**src/rtl/cc608_pkg.sv**
```systemverilog
// Package with the types, codes and character tables of the caption decoder.
package cc608_pkg;

    // Caption grid size.
    localparam int CAPTION_ROWS = 15;
    localparam int CAPTION_COLS = 32;

    // Input actions.
    localparam logic [1:0] ACT_DECODE = 2'd0;
    localparam logic [1:0] ACT_READ   = 2'd1;
    localparam logic [1:0] ACT_RESET  = 2'd2;
    localparam logic [1:0] ACT_NONE   = 2'd3;

    // Caption modes.
    localparam logic [1:0] MODE_POP   = 2'd0;
    localparam logic [1:0] MODE_ROLL  = 2'd1;
    localparam logic [1:0] MODE_PAINT = 2'd2;

    // Control first bytes.
    localparam logic [6:0] CTRL_PAC_BASE = 7'h10;
    localparam logic [6:0] CTRL_SPECIAL  = 7'h11;
    localparam logic [6:0] CTRL_EXT_A    = 7'h12;
    localparam logic [6:0] CTRL_EXT_B    = 7'h13;
    localparam logic [6:0] CTRL_MISC     = 7'h14;
    localparam logic [6:0] CTRL_TAB      = 7'h17;

    // Miscellaneous command codes (low nibble of the second byte).
    localparam logic [3:0] MISC_RCL = 4'h0;
    localparam logic [3:0] MISC_BS  = 4'h1;
    localparam logic [3:0] MISC_DER = 4'h4;
    localparam logic [3:0] MISC_RU2 = 4'h5;
    localparam logic [3:0] MISC_RU3 = 4'h6;
    localparam logic [3:0] MISC_RU4 = 4'h7;
    localparam logic [3:0] MISC_RDC = 4'h9;
    localparam logic [3:0] MISC_EDM = 4'hC;
    localparam logic [3:0] MISC_CR  = 4'hD;
    localparam logic [3:0] MISC_ENM = 4'hE;
    localparam logic [3:0] MISC_EOC = 4'hF;

    localparam logic [15:0] CP_SPACE = 16'h0020;

    // Input and result transactions.
    typedef struct packed {
        logic [1:0] action;
        logic [7:0] byte_first;
        logic [7:0] byte_second;
        logic [3:0] read_row;
        logic [4:0] read_col;
    } in_t;

    typedef struct packed {
        logic        display_changed;
        logic [15:0] cell_code_point;
        logic [1:0]  caption_mode;
        logic [3:0]  cursor_row_now;
        logic [5:0]  cursor_col_now;
    } out_t;

    // Commands passed from the front end to the executor.
    typedef enum logic [3:0] {
        OP_NOP, OP_READ, OP_RESET, OP_PAC, OP_WRITE, OP_TAB, OP_POP, OP_BS,
        OP_DER, OP_ROLL, OP_PAINT, OP_EDM, OP_CR, OP_ENM, OP_EOC
    } op_t;

    typedef struct packed {
        op_t         op;
        logic [3:0]  row;
        logic [5:0]  col;
        logic [15:0] cp0;
        logic [15:0] cp1;
        logic        has0;
        logic        has1;
        logic        ext;
        logic [2:0]  arg;
    } cmd_t;

    // Executor states.
    typedef enum logic [2:0] {
        ST_IDLE, ST_CHAR, ST_FILL, ST_CP_RD, ST_CP_WR, ST_RD_WAIT, ST_DONE
    } st_t;

    // Basic character set.
    function automatic logic [15:0] basic_char_cp(input logic [6:0] c);
        logic [15:0] r;
        case (c)
            7'h2A: r = 16'h00E1;
            7'h5C: r = 16'h00E9;
            7'h5E: r = 16'h00ED;
            7'h5F: r = 16'h00F3;
            7'h60: r = 16'h00FA;
            7'h7B: r = 16'h00E7;
            7'h7C: r = 16'h00F7;
            7'h7D: r = 16'h00D1;
            7'h7E: r = 16'h00F1;
            7'h7F: r = 16'h2588;
            default: r = {9'd0, c};
        endcase
        return r;
    endfunction

    // Special characters.
    function automatic logic [15:0] special_cp(input logic [3:0] i);
        logic [15:0] r;
        case (i)
            4'h0: r = 16'h00AE; 4'h1: r = 16'h00B0; 4'h2: r = 16'h00BD; 4'h3: r = 16'h00BF;
            4'h4: r = 16'h2122; 4'h5: r = 16'h00A2; 4'h6: r = 16'h00A3; 4'h7: r = 16'h266A;
            4'h8: r = 16'h00E0; 4'h9: r = 16'h0020; 4'hA: r = 16'h00E8; 4'hB: r = 16'h00E2;
            4'hC: r = 16'h00EA; 4'hD: r = 16'h00EE; 4'hE: r = 16'h00F4; default: r = 16'h00FB;
        endcase
        return r;
    endfunction

    // Extended set A.
    function automatic logic [15:0] ext_a_cp(input logic [4:0] i);
        logic [15:0] r;
        case (i)
            5'd0:  r = 16'h00C1; 5'd1:  r = 16'h00C9; 5'd2:  r = 16'h00D3; 5'd3:  r = 16'h00DA;
            5'd4:  r = 16'h00DC; 5'd5:  r = 16'h00FC; 5'd6:  r = 16'h2018; 5'd7:  r = 16'h00A1;
            5'd8:  r = 16'h002A; 5'd9:  r = 16'h2019; 5'd10: r = 16'h2014; 5'd11: r = 16'h00A9;
            5'd12: r = 16'h2120; 5'd13: r = 16'h2022; 5'd14: r = 16'h201C; 5'd15: r = 16'h201D;
            5'd16: r = 16'h00C0; 5'd17: r = 16'h00C2; 5'd18: r = 16'h00C7; 5'd19: r = 16'h00C8;
            5'd20: r = 16'h00CA; 5'd21: r = 16'h00CB; 5'd22: r = 16'h00EB; 5'd23: r = 16'h00CE;
            5'd24: r = 16'h00CF; 5'd25: r = 16'h00EF; 5'd26: r = 16'h00D4; 5'd27: r = 16'h00D9;
            5'd28: r = 16'h00F9; 5'd29: r = 16'h00DB; 5'd30: r = 16'h00AB; default: r = 16'h00BB;
        endcase
        return r;
    endfunction

    // Extended set B.
    function automatic logic [15:0] ext_b_cp(input logic [4:0] i);
        logic [15:0] r;
        case (i)
            5'd0:  r = 16'h00C3; 5'd1:  r = 16'h00E3; 5'd2:  r = 16'h00CD; 5'd3:  r = 16'h00CC;
            5'd4:  r = 16'h00EC; 5'd5:  r = 16'h00D2; 5'd6:  r = 16'h00F2; 5'd7:  r = 16'h00D5;
            5'd8:  r = 16'h00F5; 5'd9:  r = 16'h007B; 5'd10: r = 16'h007D; 5'd11: r = 16'h005C;
            5'd12: r = 16'h005E; 5'd13: r = 16'h005F; 5'd14: r = 16'h007C; 5'd15: r = 16'h007E;
            5'd16: r = 16'h00C4; 5'd17: r = 16'h00E4; 5'd18: r = 16'h00D6; 5'd19: r = 16'h00F6;
            5'd20: r = 16'h00DF; 5'd21: r = 16'h00A5; 5'd22: r = 16'h00A4; 5'd23: r = 16'h2502;
            5'd24: r = 16'h00C5; 5'd25: r = 16'h00E5; 5'd26: r = 16'h00D8; 5'd27: r = 16'h00F8;
            5'd28: r = 16'h250C; 5'd29: r = 16'h2510; 5'd30: r = 16'h2514; default: r = 16'h2518;
        endcase
        return r;
    endfunction

    // One-based row chosen by the low bits of a preamble first byte.
    function automatic logic [3:0] pac_row(input logic [2:0] i);
        logic [3:0] r;
        case (i)
            3'd0: r = 4'd11; 3'd1: r = 4'd1;  3'd2: r = 4'd3; 3'd3: r = 4'd12;
            3'd4: r = 4'd14; 3'd5: r = 4'd5;  3'd6: r = 4'd7; default: r = 4'd9;
        endcase
        return r;
    endfunction

endpackage

```
**src/rtl/cc608_front.sv**
```systemverilog
// Front end: accepts transactions, strips parity, drops control repeats and classifies.
module cc608_front (
    input  logic              aclk,
    input  logic              aresetn,
    input  logic              s_valid,
    output logic              s_ready,
    input  cc608_pkg::in_t    s_data,
    input  logic              q_full,
    output logic              push,
    output cc608_pkg::cmd_t   push_cmd
);

    logic [6:0] prev_first_reg, prev_first_next;
    logic [6:0] prev_second_reg, prev_second_next;
    logic       prev_valid_reg, prev_valid_next;

    logic [6:0] b0;
    logic [6:0] b1;
    logic [3:0] prow;

    assign s_ready = !q_full;
    assign push    = s_valid && s_ready;
    assign b0      = s_data.byte_first[6:0];
    assign b1      = s_data.byte_second[6:0];

    // Classification of the incoming transaction into one command.
    always_comb begin
        push_cmd         = '0;
        push_cmd.op      = cc608_pkg::OP_NOP;
        prev_first_next  = prev_first_reg;
        prev_second_next = prev_second_reg;
        prev_valid_next  = prev_valid_reg;
        prow             = cc608_pkg::pac_row(b0[2:0]);
        if (b0 != cc608_pkg::CTRL_PAC_BASE && b1 >= 7'h60) begin
            prow = prow + 4'd1;
        end
        unique case (s_data.action)
            cc608_pkg::ACT_READ: begin
                push_cmd.op  = cc608_pkg::OP_READ;
                push_cmd.row = s_data.read_row;
                push_cmd.col = {1'b0, s_data.read_col};
            end
            cc608_pkg::ACT_RESET: begin
                push_cmd.op      = cc608_pkg::OP_RESET;
                prev_first_next  = 7'd0;
                prev_second_next = 7'd0;
                prev_valid_next  = 1'b0;
            end
            cc608_pkg::ACT_DECODE: begin
                if (b0 == 7'd0 && b1 == 7'd0) begin
                    push_cmd.op = cc608_pkg::OP_NOP;
                end else if (b0[6:4] == 3'b001) begin
                    if (prev_valid_reg && b0 == prev_first_reg && b1 == prev_second_reg) begin
                        prev_valid_next = 1'b0;
                    end else begin
                        prev_first_next  = b0;
                        prev_second_next = b1;
                        prev_valid_next  = 1'b1;
                        // Channel-one control codes only.
                        if (!b0[3]) begin
                            if (b1 >= 7'h40) begin
                                push_cmd.op  = cc608_pkg::OP_PAC;
                                push_cmd.row = prow - 4'd1;
                                push_cmd.col = b1[4] ? {1'b0, b1[3:1], 2'b00} : 6'd0;
                            end else if (b0 == cc608_pkg::CTRL_SPECIAL && b1[6:4] == 3'd2) begin
                                push_cmd.op   = cc608_pkg::OP_WRITE;
                                push_cmd.cp0  = cc608_pkg::CP_SPACE;
                                push_cmd.has0 = 1'b1;
                            end else if (b0 == cc608_pkg::CTRL_SPECIAL && b1[6:4] == 3'd3) begin
                                push_cmd.op   = cc608_pkg::OP_WRITE;
                                push_cmd.cp0  = cc608_pkg::special_cp(b1[3:0]);
                                push_cmd.has0 = 1'b1;
                            end else if (b0 == cc608_pkg::CTRL_EXT_A && b1[6:5] == 2'b01) begin
                                push_cmd.op   = cc608_pkg::OP_WRITE;
                                push_cmd.cp0  = cc608_pkg::ext_a_cp(b1[4:0]);
                                push_cmd.has0 = 1'b1;
                                push_cmd.ext  = 1'b1;
                            end else if (b0 == cc608_pkg::CTRL_EXT_B && b1[6:5] == 2'b01) begin
                                push_cmd.op   = cc608_pkg::OP_WRITE;
                                push_cmd.cp0  = cc608_pkg::ext_b_cp(b1[4:0]);
                                push_cmd.has0 = 1'b1;
                                push_cmd.ext  = 1'b1;
                            end else if (b0 == cc608_pkg::CTRL_TAB && b1 >= 7'h21
                                         && b1 <= 7'h23) begin
                                push_cmd.op  = cc608_pkg::OP_TAB;
                                push_cmd.arg = {1'b0, b1[1:0]};
                            end else if (b0 == cc608_pkg::CTRL_MISC && b1[6:4] == 3'd2) begin
                                unique case (b1[3:0])
                                    cc608_pkg::MISC_RCL: push_cmd.op = cc608_pkg::OP_POP;
                                    cc608_pkg::MISC_BS:  push_cmd.op = cc608_pkg::OP_BS;
                                    cc608_pkg::MISC_DER: push_cmd.op = cc608_pkg::OP_DER;
                                    cc608_pkg::MISC_RU2: begin
                                        push_cmd.op  = cc608_pkg::OP_ROLL;
                                        push_cmd.arg = 3'd2;
                                    end
                                    cc608_pkg::MISC_RU3: begin
                                        push_cmd.op  = cc608_pkg::OP_ROLL;
                                        push_cmd.arg = 3'd3;
                                    end
                                    cc608_pkg::MISC_RU4: begin
                                        push_cmd.op  = cc608_pkg::OP_ROLL;
                                        push_cmd.arg = 3'd4;
                                    end
                                    cc608_pkg::MISC_RDC: push_cmd.op = cc608_pkg::OP_PAINT;
                                    cc608_pkg::MISC_EDM: push_cmd.op = cc608_pkg::OP_EDM;
                                    cc608_pkg::MISC_CR:  push_cmd.op = cc608_pkg::OP_CR;
                                    cc608_pkg::MISC_ENM: push_cmd.op = cc608_pkg::OP_ENM;
                                    cc608_pkg::MISC_EOC: push_cmd.op = cc608_pkg::OP_EOC;
                                    default:             push_cmd.op = cc608_pkg::OP_NOP;
                                endcase
                            end
                        end
                    end
                end else begin
                    // Printable pair.
                    prev_valid_next = 1'b0;
                    push_cmd.cp0    = cc608_pkg::basic_char_cp(b0);
                    push_cmd.cp1    = cc608_pkg::basic_char_cp(b1);
                    push_cmd.has0   = (b0[6:5] != 2'b00);
                    push_cmd.has1   = (b1[6:5] != 2'b00);
                    if (push_cmd.has0 || push_cmd.has1) begin
                        push_cmd.op = cc608_pkg::OP_WRITE;
                    end
                end
            end
            default: push_cmd.op = cc608_pkg::OP_NOP;
        endcase
    end

    // Remembered control pair.
    always_ff @(posedge aclk) begin
        if (!aresetn) begin
            prev_first_reg  <= 7'd0;
            prev_second_reg <= 7'd0;
            prev_valid_reg  <= 1'b0;
        end else if (push) begin
            prev_first_reg  <= prev_first_next;
            prev_second_reg <= prev_second_next;
            prev_valid_reg  <= prev_valid_next;
        end
    end

endmodule

```
**config.mk**
```make
export PLATFORM = sky130hd
export DESIGN_NAME = cc608_front
export DESIGN_NICKNAME = d
export VERILOG_FILES = /design/src/rtl/cc608_pkg.sv /design/src/rtl/cc608_front.sv
export SDC_FILE = /design/constraint.sdc
export NUM_CORES = 1
export LEC_CHECK = 0
export ABC_AREA = 0
export BUFFER_PORTS_ARGS = -buffer_cell sky130_fd_sc_hd__clkbuf_2
export CAP_MARGIN = 0
export CORE_MARGIN = 10
export CORE_UTILIZATION = 35
export DETAILED_ROUTE_END_ITERATION = 16
export MAX_ROUTING_LAYER = met4
export PLACE_DENSITY = 0.68
export SYNTH_ARGS = -nofsm -noshare
export SYNTH_HDL_FRONTEND = slang
export SYNTH_SLANG_ARGS = --single-unit
```
**constraint.sdc**
```tcl
create_clock -name aclk -period 7.3 [get_ports aclk]
set_input_delay 1.095 -clock aclk [delete_from_list [all_inputs] [get_ports aclk]]
set_output_delay 1.095 -clock aclk [all_outputs]
set_load 0.005 [all_outputs]
```
# Word-level counts from Yosys, hierarchy flattened
# Memory sizes are Yosys's and may differ from the RTL's.
# Cells that the tools add are included.
# totals
register_bits	15
romBits	848
inputBits	31
out_inout_bits	54
word_cells	153
n_memories	3
# op_classes
addsub	2
order_cmp	4
n_eq_ne	53
n_mux	63
reduce_logical	25
# mem_list
memory	words	word_bits	read_ports	rd_clocked_by_memory_dff	wr	line_no	source
(no name shown)	32	11	1	0	0	cc608_pkg.sv:132	case (i)
(no name shown)	32	10	1	0	0	cc608_pkg.sv:116	case (i)
(no name shown)	16	11	1	0	0	cc608_pkg.sv:104	case (i)
# op_table
operator	count
14-bit case mux with 10 select lines	2
7-bit == test, second input constant	18
16-bit two-way mux	6
4-bit two-way mux	16
30-bit two-way mux	2
48-bit two-way mux	1
7-bit two-way mux	6
38-bit two-way mux	1
4-bit case mux with 9 select lines	1
7-bit by 5-bit == test with 1-bit output, second input constant	5
4-bit case mux with 7 select lines	1
7-bit case mux with 2 select lines	2
4-bit == test, second input constant	5
10-bit two-way mux	2
10-bit case mux with 2 select lines	1
4-bit by 3-bit == test with 1-bit output, second input constant	4
3-bit two-way mux	5
7-bit by 6-bit == test with 1-bit output, second input constant	2
7-bit == test	2
7-bit >= comparator, second input constant	2
7-bit logical NOT	2
14-bit two-way mux	1
3-bit by 2-bit == test with 1-bit output, second input constant	4
1-bit logical AND	12
25 further kinds	44

# Longest topological paths before layout
# depth
word_depth	15
ltp_mapped	12
depth_no_buf	8

# Worst setup path after synthesis
# No wires, ideal clock.
# synth_timing
kind	input-to-output
start	in s_data[10] (netlist bit)
end	out push_cmd[40] (netlist bit)
arrival_ns	3.597
t_required_ns	6.205
setup_slack_ns	2.608
cell_stages	12
n_path_buf	4
path_cell_list	clkbuf_1 inv_1 ha_1 clkbuf_1 or4b_1 or4_4 and2_4 buf_6 nor2b_4 and3_1 buf_6 a32o_1
# synth_lines
item	line_no	source
start, declared	cc608_front.sv:7	input cc608_pkg::in_t s_data,
end, declared	cc608_front.sv:10	output cc608_pkg::cmd_t push_cmd

==> metrics <==
#FFs+latches synth 15; critical path arrival 4.39 ns; Data required, critical path approximately 6.2 ns; core area 0.00915 mm²; crit-path cells clkbuf_2, inv_1, ha_1, or4b_1, or4_4, and2_4, nand2_1, a21oi_1, a31o_2, clkbuf_2; Overflow after GRT 0; f_max 182 MHz; r2r setup slk 4.38 ns; chip width around 120 µm; CTS H-tree lvls 1; status finished clean; number of I/O port buffers 72; die height 116 µm; Synth Cell Area roughly 0.0033 mm²; most frequent CP cell clkbuf_2; row count 35; Worst Max-Slew Pin Slew 1.17 ns; Fin. Hold Viols 0; Sw Pwr roughly 0.00013 W; Post-synth EDFFs 0; Startpoint Class input pin; Ys Warns 0; minimum clock period 5.48 ns; ant diodes 0; clk sinks 15; fin nets 552; Main synth FF type dfxtp_1; CP Capture Type primary output; CP bufs+invs 3; Max IR drop VDD 66.7 µV; Root Buffer clkbuf_8; Clk Latency, worst-skew pair between 0.2 and 0.25 ns; post-CTS sizing 0; routed vias/inst between 6 and 7; Comb pwr share 0.515; CP Max Fanout 18; DR iter-0 viols between 500 and 600; MaxCap Viol Count 0; Hold Crit Class flip-flop to flip-flop; crit-path leading delay family simple AND/OR/NAND/NOR gates; Avg Cell Area, Syn 6.63 µm²; CTS max path bufs 2; Leakage Power 1.40 nW; Post-Syn Instances between 400 and 500; Worst Setup EP push_cmd[26]; Clk pwr share 0.216; Setup Viol. Count Final 0; Fin Clk Skew 0.00228 ns; final count of pins violating max slew 0; synth unique cells 73; DRC viols 0; Area growth syn-to-layout 8.81%; drt wl/cell 18.9 µm; post-route ant nets 0; layout cells sized above 1 0.189; RSZ-0062 raised after global routing false; Reg clk slew, reported paths 0.06 ns; Worst path depth 10; non-filler cells, final just over 600; drt first pass iters 6; crit path kind input pin to primary output; Int Pwr 0.000177 W; final wirelength 11800 µm; vias in the first global route 3599; final worst-path cycle share 0.751; worst r2r src prev_first_reg[4]; Hold Crit Start prev_first_reg[5]; Worst path max stage delay 0.63 ns; total CTS buffers 3; worst slack, placed approximately 1.9 ns; Initial Utilization 0.355; DR vias about 4000; critical path launch point s_data[9]; die footprint 0.0136 mm²; post-DP HPWL 8430 µm; antenna violations before repair 0; FF-to-FF End prev_second_reg[2]; worst setup margin around 1.8 ns; asr flop ratio synth 0; post-route setup TNS 0 ns; Sequential Power Share 0.269; worst reg2reg path depth 6; Rel. slew slack 0.212; total track usage 0.169; switch share 0.420; num ports between 80 and 90; slowest cell on the critical path ha_1; Seq/Total Area, Yosys 0.0923; power per cell area 86.2 mW/mm²; largest net degree at the start of global routing 68; # hold bufs at CTS 0; CTS tree yes; placed cells 619; Final GP Congestion approximately 0.94; post-CTS setup buffers 0; first-pass GRT wire length 18800 µm
-- Yosys cell counts, drive strengths merged (6+ instances only) --
master	count	area [µm²]
a22o	14	123
a21oi	42	210
a211oi	11	82.6
dfxtp	15	300
and2	6	40.0
o22ai	12	75.1
a31oi	10	62.6
o21ai	26	130
inv	14	52.6
and3	6	37.5
nand4	7	43.8
ha	8	100
buf	23	160
clkbuf	45	169
nor3	16	80.1
xnor2	16	140
nand3	7	35.0
nor2	42	158
nand2	41	154
nor2b	14	95.1
nand2b	11	68.8
a32o	6	60.1
mux2i	8	80.1
-- cells in the final DEF, fill, tap and decap left out, drive strengths merged, types with 11 or more instances in the layout --
| cell type | n |
|---|---|
| clkbuf | 76 |
| nor2 | 42 |
| a21oi | 42 |
| nand2 | 41 |
| o21ai | 26 |
| xnor2 | 16 |
| nor3 | 16 |
| dfxtp | 15 |
| inv | 14 |
| a22o | 14 |
| nor2b | 14 |
| o22ai | 12 |
| nand2b | 11 |
| a211oi | 11 |
-- metrics by stage --
step	total power, W	utilization	hold WS (ns)	cell area (µm²)
6_report	0.000305	0.387	0.497	3540
5_1_grt	0.000326	0.387	0.514	3540
4_1_cts	0.000303	0.387	0.489	3540
3_5_place_dp	0.000237	0.382	0.470	3490
3_3_place_gp	0.000235	0.382	0.464	3490
2_1_floorplan	0.000199	-	0.452	3290
-- routing by layer --
layer	share of wire	track usage	wire (µm)	up-vias
met1	0.40	0.217	4760	1834
met5	0	-	0	-
li1	-	-	-	1853
met2	0.49	0.282	5760	203
met4	0.018	0.0409	216	0
met3	0.088	0.0139	1030	20
-- worst min-delay path by stage --
stage | to | cells after the start
floorplan | prev_first_reg[5] | 1
detailed placement | prev_first_reg[6] | 1
finish | prev_first_reg[5] | 1
CTS | prev_first_reg[6] | 1
global route | prev_first_reg[6] | 1
global placement | prev_first_reg[6] | 1
-- cell families (layout without fill, tap and decap cells) --
| group | Yosys count | after routing | synth area share |
|---|---|---|---|
| xor gates and xnor gates | 17 | 17 | 0.0458 |
| adders and majority gates | 8 | 8 | 0.0308 |
| DFF | 15 | 15 | 0.0923 |
| muxes | 11 | 11 | 0.0454 |
| buffers and inverters | 82 | 94 | 0.117 |
| and+or+nand+nor | 181 | 181 | 0.295 |
| AOI/OAI and AO/OA | 176 | 176 | 0.373 |
| other | 1 | 10 | 0.00115 |
-- area by class of cell --
class / instances / area (µm²)
flip-flops and latches: 15 / 300
fillers: 974 / 5610
multi-input cells: 403 / 2610
inverters: 14 / 52.6
well taps: 111 / 139
repair buffers: 76 / 390
clock buffers: 4 / 45.0
-- power groups by stage --
stage / clock network [W] / registers, W / logic [W]
after CTS: 0.0000670 / 0.0000822 / 0.000154
final: 0.0000658 / 0.0000822 / 0.000157
after global placement: 0 / 0.0000840 / 0.000151
after global routing: 0.0000715 / 0.0000821 / 0.000172
after detailed placement: 0 / 0.0000840 / 0.000153
after floorplan: 0 / 0.0000839 / 0.000115
No activity file was read; power rests on OpenSTA's default activity.
