<file path="config.mk">
export PLATFORM = sky130hd
export DESIGN_NAME = cc608_fifo
export DESIGN_NICKNAME = d
export VERILOG_FILES = /design/src/rtl/cc608_pkg.sv /design/src/rtl/cc608_fifo.sv
export SDC_FILE = /design/constraint.sdc
export NUM_CORES = 1
export LEC_CHECK = 0
export BUFFER_PORTS_ARGS = -buffer_cell sky130_fd_sc_hd__buf_2
export CAP_MARGIN = 40
export CORE_MARGIN = 2
export CORE_UTILIZATION = 25
export DETAILED_ROUTE_END_ITERATION = 10
export MAX_ROUTING_LAYER = met4
export PLACE_DENSITY = 0.47
export SLEW_MARGIN = 0
export SYNTH_ARGS = -nofsm -noshare
export SYNTH_HDL_FRONTEND = slang
export SYNTH_SLANG_ARGS = --single-unit
export TNS_END_PERCENT = 20
</file>
<file path="constraint.sdc">
create_clock -name aclk -period 4.2 [get_ports aclk]
set_input_delay 0.21 -clock aclk [delete_from_list [all_inputs] [get_ports aclk]]
set_output_delay 0.21 -clock aclk [all_outputs]
set_load 0.02 [all_outputs]
</file>
<file path="src/rtl/cc608_pkg.sv">
// Package with the types, codes and character tables of the caption decoder.
package cc608_pkg;

    // Caption grid size.
    localparam int CAPTION_ROWS = 15;
    localparam int CAPTION_COLS = 32;

    // Input actions.
    localparam logic [1:0] ACT_DECODE = 2'd0;
    localparam logic [1:0] ACT_READ   = 2'd1;
    localparam logic [1:0] ACT_RESET  = 2'd2;
    localparam logic [1:0] ACT_NONE   = 2'd3;

    // Caption modes.
    localparam logic [1:0] MODE_POP   = 2'd0;
    localparam logic [1:0] MODE_ROLL  = 2'd1;
    localparam logic [1:0] MODE_PAINT = 2'd2;

    // Control first bytes.
    localparam logic [6:0] CTRL_PAC_BASE = 7'h10;
    localparam logic [6:0] CTRL_SPECIAL  = 7'h11;
    localparam logic [6:0] CTRL_EXT_A    = 7'h12;
    localparam logic [6:0] CTRL_EXT_B    = 7'h13;
    localparam logic [6:0] CTRL_MISC     = 7'h14;
    localparam logic [6:0] CTRL_TAB      = 7'h17;

    // Miscellaneous command codes (low nibble of the second byte).
    localparam logic [3:0] MISC_RCL = 4'h0;
    localparam logic [3:0] MISC_BS  = 4'h1;
    localparam logic [3:0] MISC_DER = 4'h4;
    localparam logic [3:0] MISC_RU2 = 4'h5;
    localparam logic [3:0] MISC_RU3 = 4'h6;
    localparam logic [3:0] MISC_RU4 = 4'h7;
    localparam logic [3:0] MISC_RDC = 4'h9;
    localparam logic [3:0] MISC_EDM = 4'hC;
    localparam logic [3:0] MISC_CR  = 4'hD;
    localparam logic [3:0] MISC_ENM = 4'hE;
    localparam logic [3:0] MISC_EOC = 4'hF;

    localparam logic [15:0] CP_SPACE = 16'h0020;

    // Input and result transactions.
    typedef struct packed {
        logic [1:0] action;
        logic [7:0] byte_first;
        logic [7:0] byte_second;
        logic [3:0] read_row;
        logic [4:0] read_col;
    } in_t;

    typedef struct packed {
        logic        display_changed;
        logic [15:0] cell_code_point;
        logic [1:0]  caption_mode;
        logic [3:0]  cursor_row_now;
        logic [5:0]  cursor_col_now;
    } out_t;

    // Commands passed from the front end to the executor.
    typedef enum logic [3:0] {
        OP_NOP, OP_READ, OP_RESET, OP_PAC, OP_WRITE, OP_TAB, OP_POP, OP_BS,
        OP_DER, OP_ROLL, OP_PAINT, OP_EDM, OP_CR, OP_ENM, OP_EOC
    } op_t;

    typedef struct packed {
        op_t         op;
        logic [3:0]  row;
        logic [5:0]  col;
        logic [15:0] cp0;
        logic [15:0] cp1;
        logic        has0;
        logic        has1;
        logic        ext;
        logic [2:0]  arg;
    } cmd_t;

    // Executor states.
    typedef enum logic [2:0] {
        ST_IDLE, ST_CHAR, ST_FILL, ST_CP_RD, ST_CP_WR, ST_RD_WAIT, ST_DONE
    } st_t;

    // Basic character set.
    function automatic logic [15:0] basic_char_cp(input logic [6:0] c);
        logic [15:0] r;
        case (c)
            7'h2A: r = 16'h00E1;
            7'h5C: r = 16'h00E9;
            7'h5E: r = 16'h00ED;
            7'h5F: r = 16'h00F3;
            7'h60: r = 16'h00FA;
            7'h7B: r = 16'h00E7;
            7'h7C: r = 16'h00F7;
            7'h7D: r = 16'h00D1;
            7'h7E: r = 16'h00F1;
            7'h7F: r = 16'h2588;
            default: r = {9'd0, c};
        endcase
        return r;
    endfunction

    // Special characters.
    function automatic logic [15:0] special_cp(input logic [3:0] i);
        logic [15:0] r;
        case (i)
            4'h0: r = 16'h00AE; 4'h1: r = 16'h00B0; 4'h2: r = 16'h00BD; 4'h3: r = 16'h00BF;
            4'h4: r = 16'h2122; 4'h5: r = 16'h00A2; 4'h6: r = 16'h00A3; 4'h7: r = 16'h266A;
            4'h8: r = 16'h00E0; 4'h9: r = 16'h0020; 4'hA: r = 16'h00E8; 4'hB: r = 16'h00E2;
            4'hC: r = 16'h00EA; 4'hD: r = 16'h00EE; 4'hE: r = 16'h00F4; default: r = 16'h00FB;
        endcase
        return r;
    endfunction

    // Extended set A.
    function automatic logic [15:0] ext_a_cp(input logic [4:0] i);
        logic [15:0] r;
        case (i)
            5'd0:  r = 16'h00C1; 5'd1:  r = 16'h00C9; 5'd2:  r = 16'h00D3; 5'd3:  r = 16'h00DA;
            5'd4:  r = 16'h00DC; 5'd5:  r = 16'h00FC; 5'd6:  r = 16'h2018; 5'd7:  r = 16'h00A1;
            5'd8:  r = 16'h002A; 5'd9:  r = 16'h2019; 5'd10: r = 16'h2014; 5'd11: r = 16'h00A9;
            5'd12: r = 16'h2120; 5'd13: r = 16'h2022; 5'd14: r = 16'h201C; 5'd15: r = 16'h201D;
            5'd16: r = 16'h00C0; 5'd17: r = 16'h00C2; 5'd18: r = 16'h00C7; 5'd19: r = 16'h00C8;
            5'd20: r = 16'h00CA; 5'd21: r = 16'h00CB; 5'd22: r = 16'h00EB; 5'd23: r = 16'h00CE;
            5'd24: r = 16'h00CF; 5'd25: r = 16'h00EF; 5'd26: r = 16'h00D4; 5'd27: r = 16'h00D9;
            5'd28: r = 16'h00F9; 5'd29: r = 16'h00DB; 5'd30: r = 16'h00AB; default: r = 16'h00BB;
        endcase
        return r;
    endfunction

    // Extended set B.
    function automatic logic [15:0] ext_b_cp(input logic [4:0] i);
        logic [15:0] r;
        case (i)
            5'd0:  r = 16'h00C3; 5'd1:  r = 16'h00E3; 5'd2:  r = 16'h00CD; 5'd3:  r = 16'h00CC;
            5'd4:  r = 16'h00EC; 5'd5:  r = 16'h00D2; 5'd6:  r = 16'h00F2; 5'd7:  r = 16'h00D5;
            5'd8:  r = 16'h00F5; 5'd9:  r = 16'h007B; 5'd10: r = 16'h007D; 5'd11: r = 16'h005C;
            5'd12: r = 16'h005E; 5'd13: r = 16'h005F; 5'd14: r = 16'h007C; 5'd15: r = 16'h007E;
            5'd16: r = 16'h00C4; 5'd17: r = 16'h00E4; 5'd18: r = 16'h00D6; 5'd19: r = 16'h00F6;
            5'd20: r = 16'h00DF; 5'd21: r = 16'h00A5; 5'd22: r = 16'h00A4; 5'd23: r = 16'h2502;
            5'd24: r = 16'h00C5; 5'd25: r = 16'h00E5; 5'd26: r = 16'h00D8; 5'd27: r = 16'h00F8;
            5'd28: r = 16'h250C; 5'd29: r = 16'h2510; 5'd30: r = 16'h2514; default: r = 16'h2518;
        endcase
        return r;
    endfunction

    // One-based row chosen by the low bits of a preamble first byte.
    function automatic logic [3:0] pac_row(input logic [2:0] i);
        logic [3:0] r;
        case (i)
            3'd0: r = 4'd11; 3'd1: r = 4'd1;  3'd2: r = 4'd3; 3'd3: r = 4'd12;
            3'd4: r = 4'd14; 3'd5: r = 4'd5;  3'd6: r = 4'd7; default: r = 4'd9;
        endcase
        return r;
    endfunction

endpackage

</file>
<file path="src/rtl/cc608_fifo.sv">
// Two-entry command queue between the front end and the executor.
module cc608_fifo (
    input  logic              aclk,
    input  logic              aresetn,
    input  logic              push,
    input  cc608_pkg::cmd_t   push_cmd,
    output logic              full,
    input  logic              pop,
    output logic              q_valid,
    output cc608_pkg::cmd_t   q_cmd
);

    cc608_pkg::cmd_t slot_reg [2];
    logic       wptr_reg;
    logic       rptr_reg;
    logic [1:0] count_reg;

    assign full    = (count_reg == 2'd2);
    assign q_valid = (count_reg != 2'd0);
    assign q_cmd   = slot_reg[rptr_reg];

    // Storage needs no reset.
    always_ff @(posedge aclk) begin
        if (push && !full) begin
            slot_reg[wptr_reg] <= push_cmd;
        end
    end

    // Pointers and fill count.
    always_ff @(posedge aclk) begin
        if (!aresetn) begin
            wptr_reg  <= 1'b0;
            rptr_reg  <= 1'b0;
            count_reg <= 2'd0;
        end else begin
            if (push && !full) begin
                wptr_reg <= ~wptr_reg;
            end
            if (pop && q_valid) begin
                rptr_reg <= ~rptr_reg;
            end
            count_reg <= count_reg + {1'b0, push && !full} - {1'b0, pop && q_valid};
        end
    end

endmodule

</file>
-- After elaboration in Yosys (flattened, before gate mapping)
Memories as Yosys holds them, arrays and structs flattened. A register that Yosys moved wholly into a read port is not among the register bits.
Cells that the tools add are included.
- register bits: 4
- RAM bits: 104
- bits of input ports: 56
- output and inout bits: 54
- logic and storage cells: 17
- memories kept: 1
- add/subtract/negate cells: 2
- equality and inequality tests: 1
- mux-type cells: 4
- bitwise operators: 2
- reductions and logical operators: 4
- memories (name ; depth ; width ; rd ports ; clocked after Yosys merged registers in ; write ports ; RTL line ; text):
    slot_reg ; 2 ; 52 ; 1 ; 1 ; 1 ; cc608_fifo.sv:13 ; cc608_pkg::cmd_t slot_reg [2];
- operator list (kind ; count):
    two-way mux 1 bit ; 4
    adder 2 x 1 -> 2 bit ; 1
    equality test 2 bit, second input constant ; 1
    logical AND 1 bit ; 2
    NOT 1 bit ; 2
    nonzero test 2 bit ; 1
    subtractor 2 x 1 -> 2 bit ; 1
    logical NOT 1 bit ; 1

-- Logic depth before layout (Yosys ltp)
Gate-level depths: netlist (run 1).
- word-level depth: 5
- depth in mapped cells: 8
- depth with buffers taken out: 8

-- Worst setup path after synthesis (run 1)
Ideal clock, no wire load.
- kind: register to register
- from: register count_reg[0]
- to: memory slot_reg[0][0] (netlist name), enable pin
- library setup time: 0.462 ns
- arrival time: 2.761 ns
- data required time: 3.738 ns
- setup slack: 0.977 ns
- cell stages (with the launch flop): 4
- buffers on the path: 0
- clock period less this slack: 3.223 ns
- path through: dfxtp_1 > nand2b_1 > nand2_1 > nor2_1
- word-level cells in the longest chain between the ends: 5
- ends and longest elaborated chain (item ; RTL line ; text):
    start: declaration ; cc608_fifo.sv:16 ; logic [1:0] count_reg;
    start signal: assignment ; cc608_fifo.sv:42 ; count_reg <= count_reg + {1'b0, push && !full} - {1'b0, pop && q_valid};
    equality test 2 bit ; cc608_fifo.sv:18 ; assign full = (count_reg == 2'd2);
    logical NOT 1 bit ; cc608_fifo.sv:24 ; if (push && !full) begin
    logical AND 1 bit ; cc608_fifo.sv:24 ;
    two-way mux 1 bit ; cc608_fifo.sv:24 ;
    two-way mux 1 bit (not written as such) ; cc608_fifo.sv:25 ; slot_reg[wptr_reg] <= push_cmd;
    end: declaration ; cc608_fifo.sv:13 ;
No other way between the ends.

==> parameters.txt, run 1 <==
Parameter                              Value

Status
  Run status    finished clean

Floorplan
  Placeable core region    16,600 um^2
  Overall die width    134 um
  Effective utilization at floorplan    25.6%
  I/O Pins    110
  DIE AREA    18,000 um^2
  Placement row count    47
  Die Y-Extent    134 um

Setup path
  Setup slack, reg-to-reg    2.24 ns
  Top fanout value on the critical path    31
  Worst Setup Start Kind    register
  Critical path data required time    3.99 ns
  Arrival time of the worst setup path    1.83 ns
  Nature of the critical path endpoint    output pin
  Type of the setup path with the least slack    reg2out

Power and ir drop
  Power density relative to cell area    598 nW/um^2
  Clock power share    25.7%
  Proportion of total power due to net switching    29.0%
  Power spent charging and discharging nets    0.922 mW
  Internal power contribution    2.26 mW
  Combinational Power Share    28.9%
  VDD IR max    312 uV
  Leakage    2.07 nW
  Sequential power share    45.4%

STA
  Total negative setup slack    0 ns
  Max-slew violation count    0
  Worst slew pin tran    0.575 ns
  Clock Skew    0.00485 ns
  Final worst hold slack    0.0531 ns
  Shortest clock period the worst path allows after layout    2.04 ns
  Final worst-path cycle share    48.5%
  Maximum operating frequency    491 MHz
  Worst max-slew margin expressed relative to the limit    61.7%
  Number of setup violations in the final report    0
  RSZ-0062 raised after global routing    false
  Hold Vio Cnt, Final    0

Global route
  Pin count of the biggest net entering global routing    32
  Wire length of the first global-routing pass    11.5 mm
  Remaining global-route overflow    0
  Number of antenna violations at the first check in global routing    0
  Overall routing resource usage    8.95%
  Via count of the first global-routing pass    2,171

Worst hold path
  Worst hold path type    in2reg

Layout
  Count of fill cells added during filler insertion    1,644
  Inserted Diodes    0
  Most frequent cells in the layout    buf_2 (109), edfxtp_1 (104), mux2_4 (50)
  Footprint of the flip-flops and latches    3230 um^2
  Footprint of the multi-input gates    905 um^2
  Nets    364
  Share of post-route cells with drive strength above 1    58.8%
  Flip-flop count of the largest register after layout    104
  Core occupancy in the finished layout    32.1%
  Synth-to-Final Area Change    25.4%
  Leading cell type in the layout, fill and taps excluded    buf_2
  Non-filler instance count after layout    531

Synthesis
  Distinct cell type count after synthesis    18
  Post-Synthesis Cell Area    4240 um^2
  Share of synthesized area occupied by flip-flops and latches    76.0%
  Average footprint of a synthesized cell    22.6 um^2
  Flip-flop and latch count after synthesis    109
  Number of nets in the synthesized netlist    246
  Synth Instances    188
  Count of synthesis-stage warnings from yosys    0

Flow run
  Reported max-cap violation count    0

Route
  Count of nets left with antenna violations after detail routing    0
  Detailed-route via count    2,026
  First-pass detailed-route iteration total    4
  DR top layer    met4
  Total routed wirelength    7.40 mm
  Violation count after the first detailed-route iteration    69
  Met2 wirelength from detailed routing    3.69 mm
  Mean number of vias per cell    3.82
  DR WL met3    447 um
  Routed WL per cell    13.9 um
  Met1 layer wirelength in the final routing    3.14 mm
  DRC viols    0

Clock network
  Clock root buffer    clkbuf_16
  Clock buffer count from CTS    9
  Clk buf depth    2
  Htree depth    3
  Clock Sinks    109
  CTS tree    done
  Number of resized instances in the post-cts repair step    0
  Postcts setup bufs    0
  CTS clk-pin slew, worst paths    0.07 ns
  Number of hold buffers added after cts    0
  Clock Latency Late Sink    0.34 ns

Place
  IO buf count    109
  Instance count after placement with tap cells included    515
  Gp weighted congestion    0.651
  Hpwl dp    5.10 mm
[cell type report]
type / count / area share, %
clock buffer: 10 / 4.30
clock inverter: 6 / 1.20
sequential: 109 / 60.7
inverter: 3 / 0.212
tap: 220 / 5.18
multi-input combinational: 70 / 17.0
timing repair buffer: 113 / 11.4
[metrics by stage]
step           cell area [um^2]  power [mW]  worst slack, ns
5_1_grt                    5320        3.35             2.04
6_report                   5320        3.18             2.16
2_1_floorplan              4240        2.18            0.977
3_3_place_gp               4980        2.38             1.89
3_5_place_dp               5030        2.42             2.16
4_1_cts                    5320        3.24             2.10
[worst max-delay path, stage by stage, from the launching register on]
cell and delay (ns):
dfxtp_4 0.64, buf_16 0.30, mux2_2 0.37, buf_2 0.16
[metal layers]
layer	GRT usage (%)	up-vias
li1	-	964
met1	10.4	989
met2	13.9	63
met3	3.29	10
met4	3.86	0
met5	-	-
[logic make-up after synthesis]
| family | count (synthesis) | synth area share [%] |
|---|---|---|
| DFF | 109 | 76.0 |
| adders and majority gates | 2 | 0.590 |
| buffers and inverters | 9 | 2.89 |
| xor gates and xnor gates | 3 | 0.620 |
| AOI/OAI and AO/OA | 1 | 0.177 |
| muxes | 53 | 18.5 |
| and+or+nand+nor | 11 | 1.27 |
[synthesized netlist by cell type]
cell type	count	share of area (%)
inv_1	3	0.27
dfxtp_1	5	2.4
nor2_1	4	0.35
xnor2_1	2	0.41
or2_2	1	0.15
mux2i_1	1	0.24
mux2_4	50	18
and2_1	1	0.15
o21a_1	1	0.18
edfxtp_1	104	74
buf_12	5	2.4
xor2_1	1	0.21
and3_1	1	0.15
nand2_1	2	0.18
ha_1	2	0.59
mux2_2	2	0.53
buf_6	1	0.27
nand2b_1	2	0.29
[power by group through the flow]
stage / logic (mW) / registers (mW) / clock network, mW
2_1_floorplan: 0.751 / 1.43 / 0
3_3_place_gp: 0.862 / 1.52 / 0
3_5_place_dp: 0.943 / 1.47 / 0
4_1_cts: 0.945 / 1.45 / 0.849
5_1_grt: 0.992 / 1.47 / 0.889
6_report: 0.919 / 1.44 / 0.818
[final timing paths]
check                          start                   endpoint  cells after the start
min reg2reg    rptr_reg$_SDFFE_PN0P_      rptr_reg$_SDFFE_PN0P_                      2
max reg2reg  count_reg[0]$_SDFF_PN0_  slot_reg[1][38]$_DFFE_PP_                      3
min                     push_cmd[32]  slot_reg[1][32]$_DFFE_PP_                      1
max                         register                  q_cmd[51]                      3
(Power assumes the default switching activity.)
==> run 2, diff against run 1 <==
--- a/config.mk
+++ b/config.mk
@@ -5,6 +5,7 @@
 export SDC_FILE = /design/constraint.sdc
 export NUM_CORES = 1
 export LEC_CHECK = 0
+export ABC_AREA = 1
 export BUFFER_PORTS_ARGS = -buffer_cell sky130_fd_sc_hd__buf_2
 export CAP_MARGIN = 40
 export CORE_MARGIN = 2
==> constraint.sdc (replaced) <==
create_clock -name aclk -period 1.9 [get_ports aclk]
set_input_delay 0.095 -clock aclk [delete_from_list [all_inputs] [get_ports aclk]]
set_output_delay 0.095 -clock aclk [all_outputs]
set_load 0.02 [all_outputs]
==> run 2 against run 1 <==
Compared with the run above:
- synthesized cell count is 5.9% higher
- non-clock buffer count increased by 56
- critical path depth stayed put
- core utilization is 3.6 points higher
- final cell count rose by 13%
- wire length is 4.9% higher
- largest power group unchanged
- highest routed layer unchanged
==> parameters.txt, run 2 <==
Parameter                              Value

Synthesis
  Post-Synthesis Cell Area    4250 um^2 (was 4240 um^2)
  Distinct cell type count after synthesis    12 (was 18)
  Share of synthesized area occupied by flip-flops and latches    75.8% (was 76.0%)
  Top cell type's share of synthesized area    73.5% (was 73.6%)
  Count of synthesis-stage warnings from yosys    0 (unchanged)
  Commonest register cell after synthesis    edfxtp_1 (unchanged)
  EDFF count, synth    104 (unchanged)
  Flip-flop and latch count after synthesis    109 (unchanged)
  Average footprint of a synthesized cell    21.4 um^2 (was 22.6 um^2)
  Cell taking the most area after synthesis    edfxtp_1 (unchanged)
  Most frequent cell after synthesis    edfxtp_1 (unchanged)
  Ranking of synthesized cells by instance count    edfxtp_1 (104), mux2_4 (50), nand2_1 (9) (was edfxtp_1 (104), mux2_4 (50), buf_12 (5), dfxtp_1 (5), nor2_1 (4))
  Number of nets in the synthesized netlist    257 (was 246)
  Proportion of register bits with asynchronous set or reset after synthesis    0% (unchanged)
  Synth Instances    199 (was 188)
  Top post-synthesis cells by area    edfxtp_1 (73%), mux2_4 (18%), buf_12 (2.4%) (was edfxtp_1 (74%), mux2_4 (18%), buf_12 (2.4%))

Worst hold path
  Worst hold path type    in2reg (unchanged)
  Hold Path Depth    3 (was 1)

Clock network
  Htree depth    3 (unchanged)
  CTS tree    done (unchanged)
  Number of resized instances in the post-cts repair step    0 (unchanged)
  Clock buffer count from CTS    9 (unchanged)
  Clock Sinks    109 (unchanged)
  Clock root buffer    clkbuf_16 (unchanged)
  CTS clk-pin slew, worst paths    0.07 ns (about the same)
  Clock Latency Late Sink    0.35 ns (was 0.34 ns)
  Clk buf depth    2 (unchanged)

Setup path
  Largest delay share family, worst path    flip-flops (unchanged)
  Crit-path max cell delay    0.52 ns (was 0.64 ns)
  CP Buf/Inv Count    2 (unchanged)
  Type of the setup path with the least slack    reg2out (unchanged)
  Arrival time of the worst setup path    1.60 ns (was 1.83 ns)
  Number of stages on the worst setup path    3 (unchanged)
  Worst Setup Start Kind    register (unchanged)
  Cell Chain, Critical Path    buf_4 -> mux2_4 -> buf_2 (was buf_16 -> mux2_2 -> buf_2)
  Slowest-stage cell, CP    dfxtp_4 (unchanged)
  Worst Reg-to-Reg Cells    10 (was 3)
  Top fanout value on the critical path    13 (was 31)
  Nature of the critical path endpoint    output pin (unchanged)
  Critical path data required time    1.80 ns (was 3.99 ns)

Power and ir drop
  VDD IR max    483 uV (was 312 uV)
  Final Power    7.20 mW (was 3.18 mW)
  Leakage    2.33 nW (was 2.07 nW)
  Power density relative to cell area    1220 nW/um^2 (was 598 nW/um^2)

Layout
  Non-filler instance count after layout    598 (was 531)
  Inserted Diodes    0 (unchanged)
  Area of all placed cells without fillers    5910 um^2 (was 5320 um^2)
  Most frequent cells in the layout    buf_2 (109), edfxtp_1 (104), dlygate4sd3_1 (53) (was buf_2 (109), edfxtp_1 (104), mux2_4 (50))
  Flip-flop count of the largest register after layout    104 (unchanged)
  Share of post-route cells with drive strength above 1    48.9% (was 58.8%)
  Nets    431 (was 364)
  Synth-to-Final Area Change    39.0% (was 25.4%)
  Leading cell type in the layout, fill and taps excluded    buf_2 (unchanged)

STA
  Clock Skew    0.00572 ns (was 0.00485 ns)
  Shortest clock period the worst path allows after layout    1.70 ns
  Final worst hold slack    0.0305 ns (was 0.0531 ns)
  RSZ-0062 raised after global routing    false (unchanged)
  Final worst-path cycle share    89.5%
  Number of setup violations in the final report    0 (unchanged)
  Hold Vio Cnt, Final    0 (unchanged)
  Max-slew violation count    0 (unchanged)
  Worst max-slew margin expressed relative to the limit    76.4% (was 61.7%)
  Maximum operating frequency    588 MHz
  Worst slew pin tran    0.355 ns (was 0.575 ns)

Route
  Detailed-route via count    2,292 (was 2,026)
  First-pass detailed-route iteration total    4 (unchanged)
  Routed WL per cell    13.0 um (was 13.9 um)
  Total routed wirelength    7.76 mm (was 7.40 mm)
  Mean number of vias per cell    3.83 (was 3.82)
  Count of nets left with antenna violations after detail routing    0 (unchanged)
  Violation count after the first detailed-route iteration    76 (was 69)
  DRC viols    0 (unchanged)

Global route
  Overall routing resource usage    9.12% (was 8.95%)
  Number of antenna violations at the first check in global routing    0 (unchanged)
  Wire length of the first global-routing pass    11.9 mm (was 11.5 mm)
  Via count of the first global-routing pass    2,336 (was 2,171)
  Remaining global-route overflow    0 (unchanged)
  Pin count of the biggest net entering global routing    29 (was 32)

Floorplan
  Die Y-Extent    134 um (about the same)
  Overall die width    134 um (about the same)
  Placement row count    47 (unchanged)
  I/O Pins    110 (unchanged)
  Effective utilization at floorplan    25.6% (about the same)
  Placeable core region    16,600 um^2 (unchanged)
  DIE AREA    18,100 um^2 (was 18,000 um^2)

Place
  Gp weighted congestion    0.707 (was 0.651)
  IO buf count    109 (unchanged)
  Placed instance area    5090 um^2 (was 5030 um^2)
  Instance count after placement with tap cells included    529 (was 515)
  Hpwl dp    5.20 mm (was 5.10 mm)

Status
  Run status    finished clean (unchanged)

Flow run
  Reported max-cap violation count    0 (unchanged)
run 2: power by group:
part / internal [mW] / switching, mW / total [mW]
clock: 1.02 / 0.810 / 1.83
sequential: 3.04 / 0.141 / 3.18
combinational: 1.03 / 1.16 / 2.19
total: 5.09 / 2.11 / 7.20
run 2: area by class of cell:
type | count | area [um^2]
fill | 1646 | 10700
clock inverter | 6 | 63.8
inverter | 8 | 30.0
clock buffer | 10 | 229
sequential | 109 | 3230
multi-input combinational | 76 | 895
tap | 220 | 275
timing repair buffer | 169 | 1190
run 2: worst min-delay path: stages:
cell     delay, ns
buf_2         0.10
a21oi_1       0.06
nor2_1        0.09
run 2: cells by family (layout without fill, tap and decap cells):
| group | after synthesis | in the layout | synth area share, % |
|---|---|---|---|
| compound gates | 2 | 2 | 0.235 |
| fa+ha+maj | 2 | 2 | 0.588 |
| buf+inv | 14 | 193 | 3.33 |
| flops | 109 | 109 | 75.8 |
| mux | 52 | 52 | 18.2 |
| simple gates | 20 | 20 | 1.85 |
run 2: repair_timing:
action	4_1_cts	5_1_grt
buffers inserted	0	0
hold buffers	53	0
endpoints found under the hold margin	107	0
run 2: routing by layer:
metal	global-route usage, %	up-vias	routed length [um]
met2	14.8	64	3820
met5	-	-	0
li1	-	1109	-
met4	5.26	0	197
met3	2.38	14	373
met1	10.1	1105	3370
run 2: metrics by stage:
| step | TNS (ns) | utilization [%] | worst slack [ns] |
|---|---|---|---|
| after global placement | 0 | 30.7 | 0.401 |
| after floorplan | -5.48 | - | -0.105 |
| after CTS | 0 | 35.6 | 0.147 |
| final | 0 | 35.6 | 0.200 |
| after global routing | 0 | 35.6 | 0.114 |
| after detailed placement | 0 | 30.7 | 0.315 |
run 2: final timing paths:
check                               start                      end  slack, ns
hold / removal                       push    wptr_reg$_SDFFE_PN0N_       0.03
setup / recovery                 register                 q_cmd[3]       0.20
hold reg to reg     rptr_reg$_SDFFE_PN0P_    rptr_reg$_SDFFE_PN0P_       0.52
setup reg to reg  count_reg[0]$_SDFF_PN0_  count_reg[1]$_SDFF_PN0_       0.32
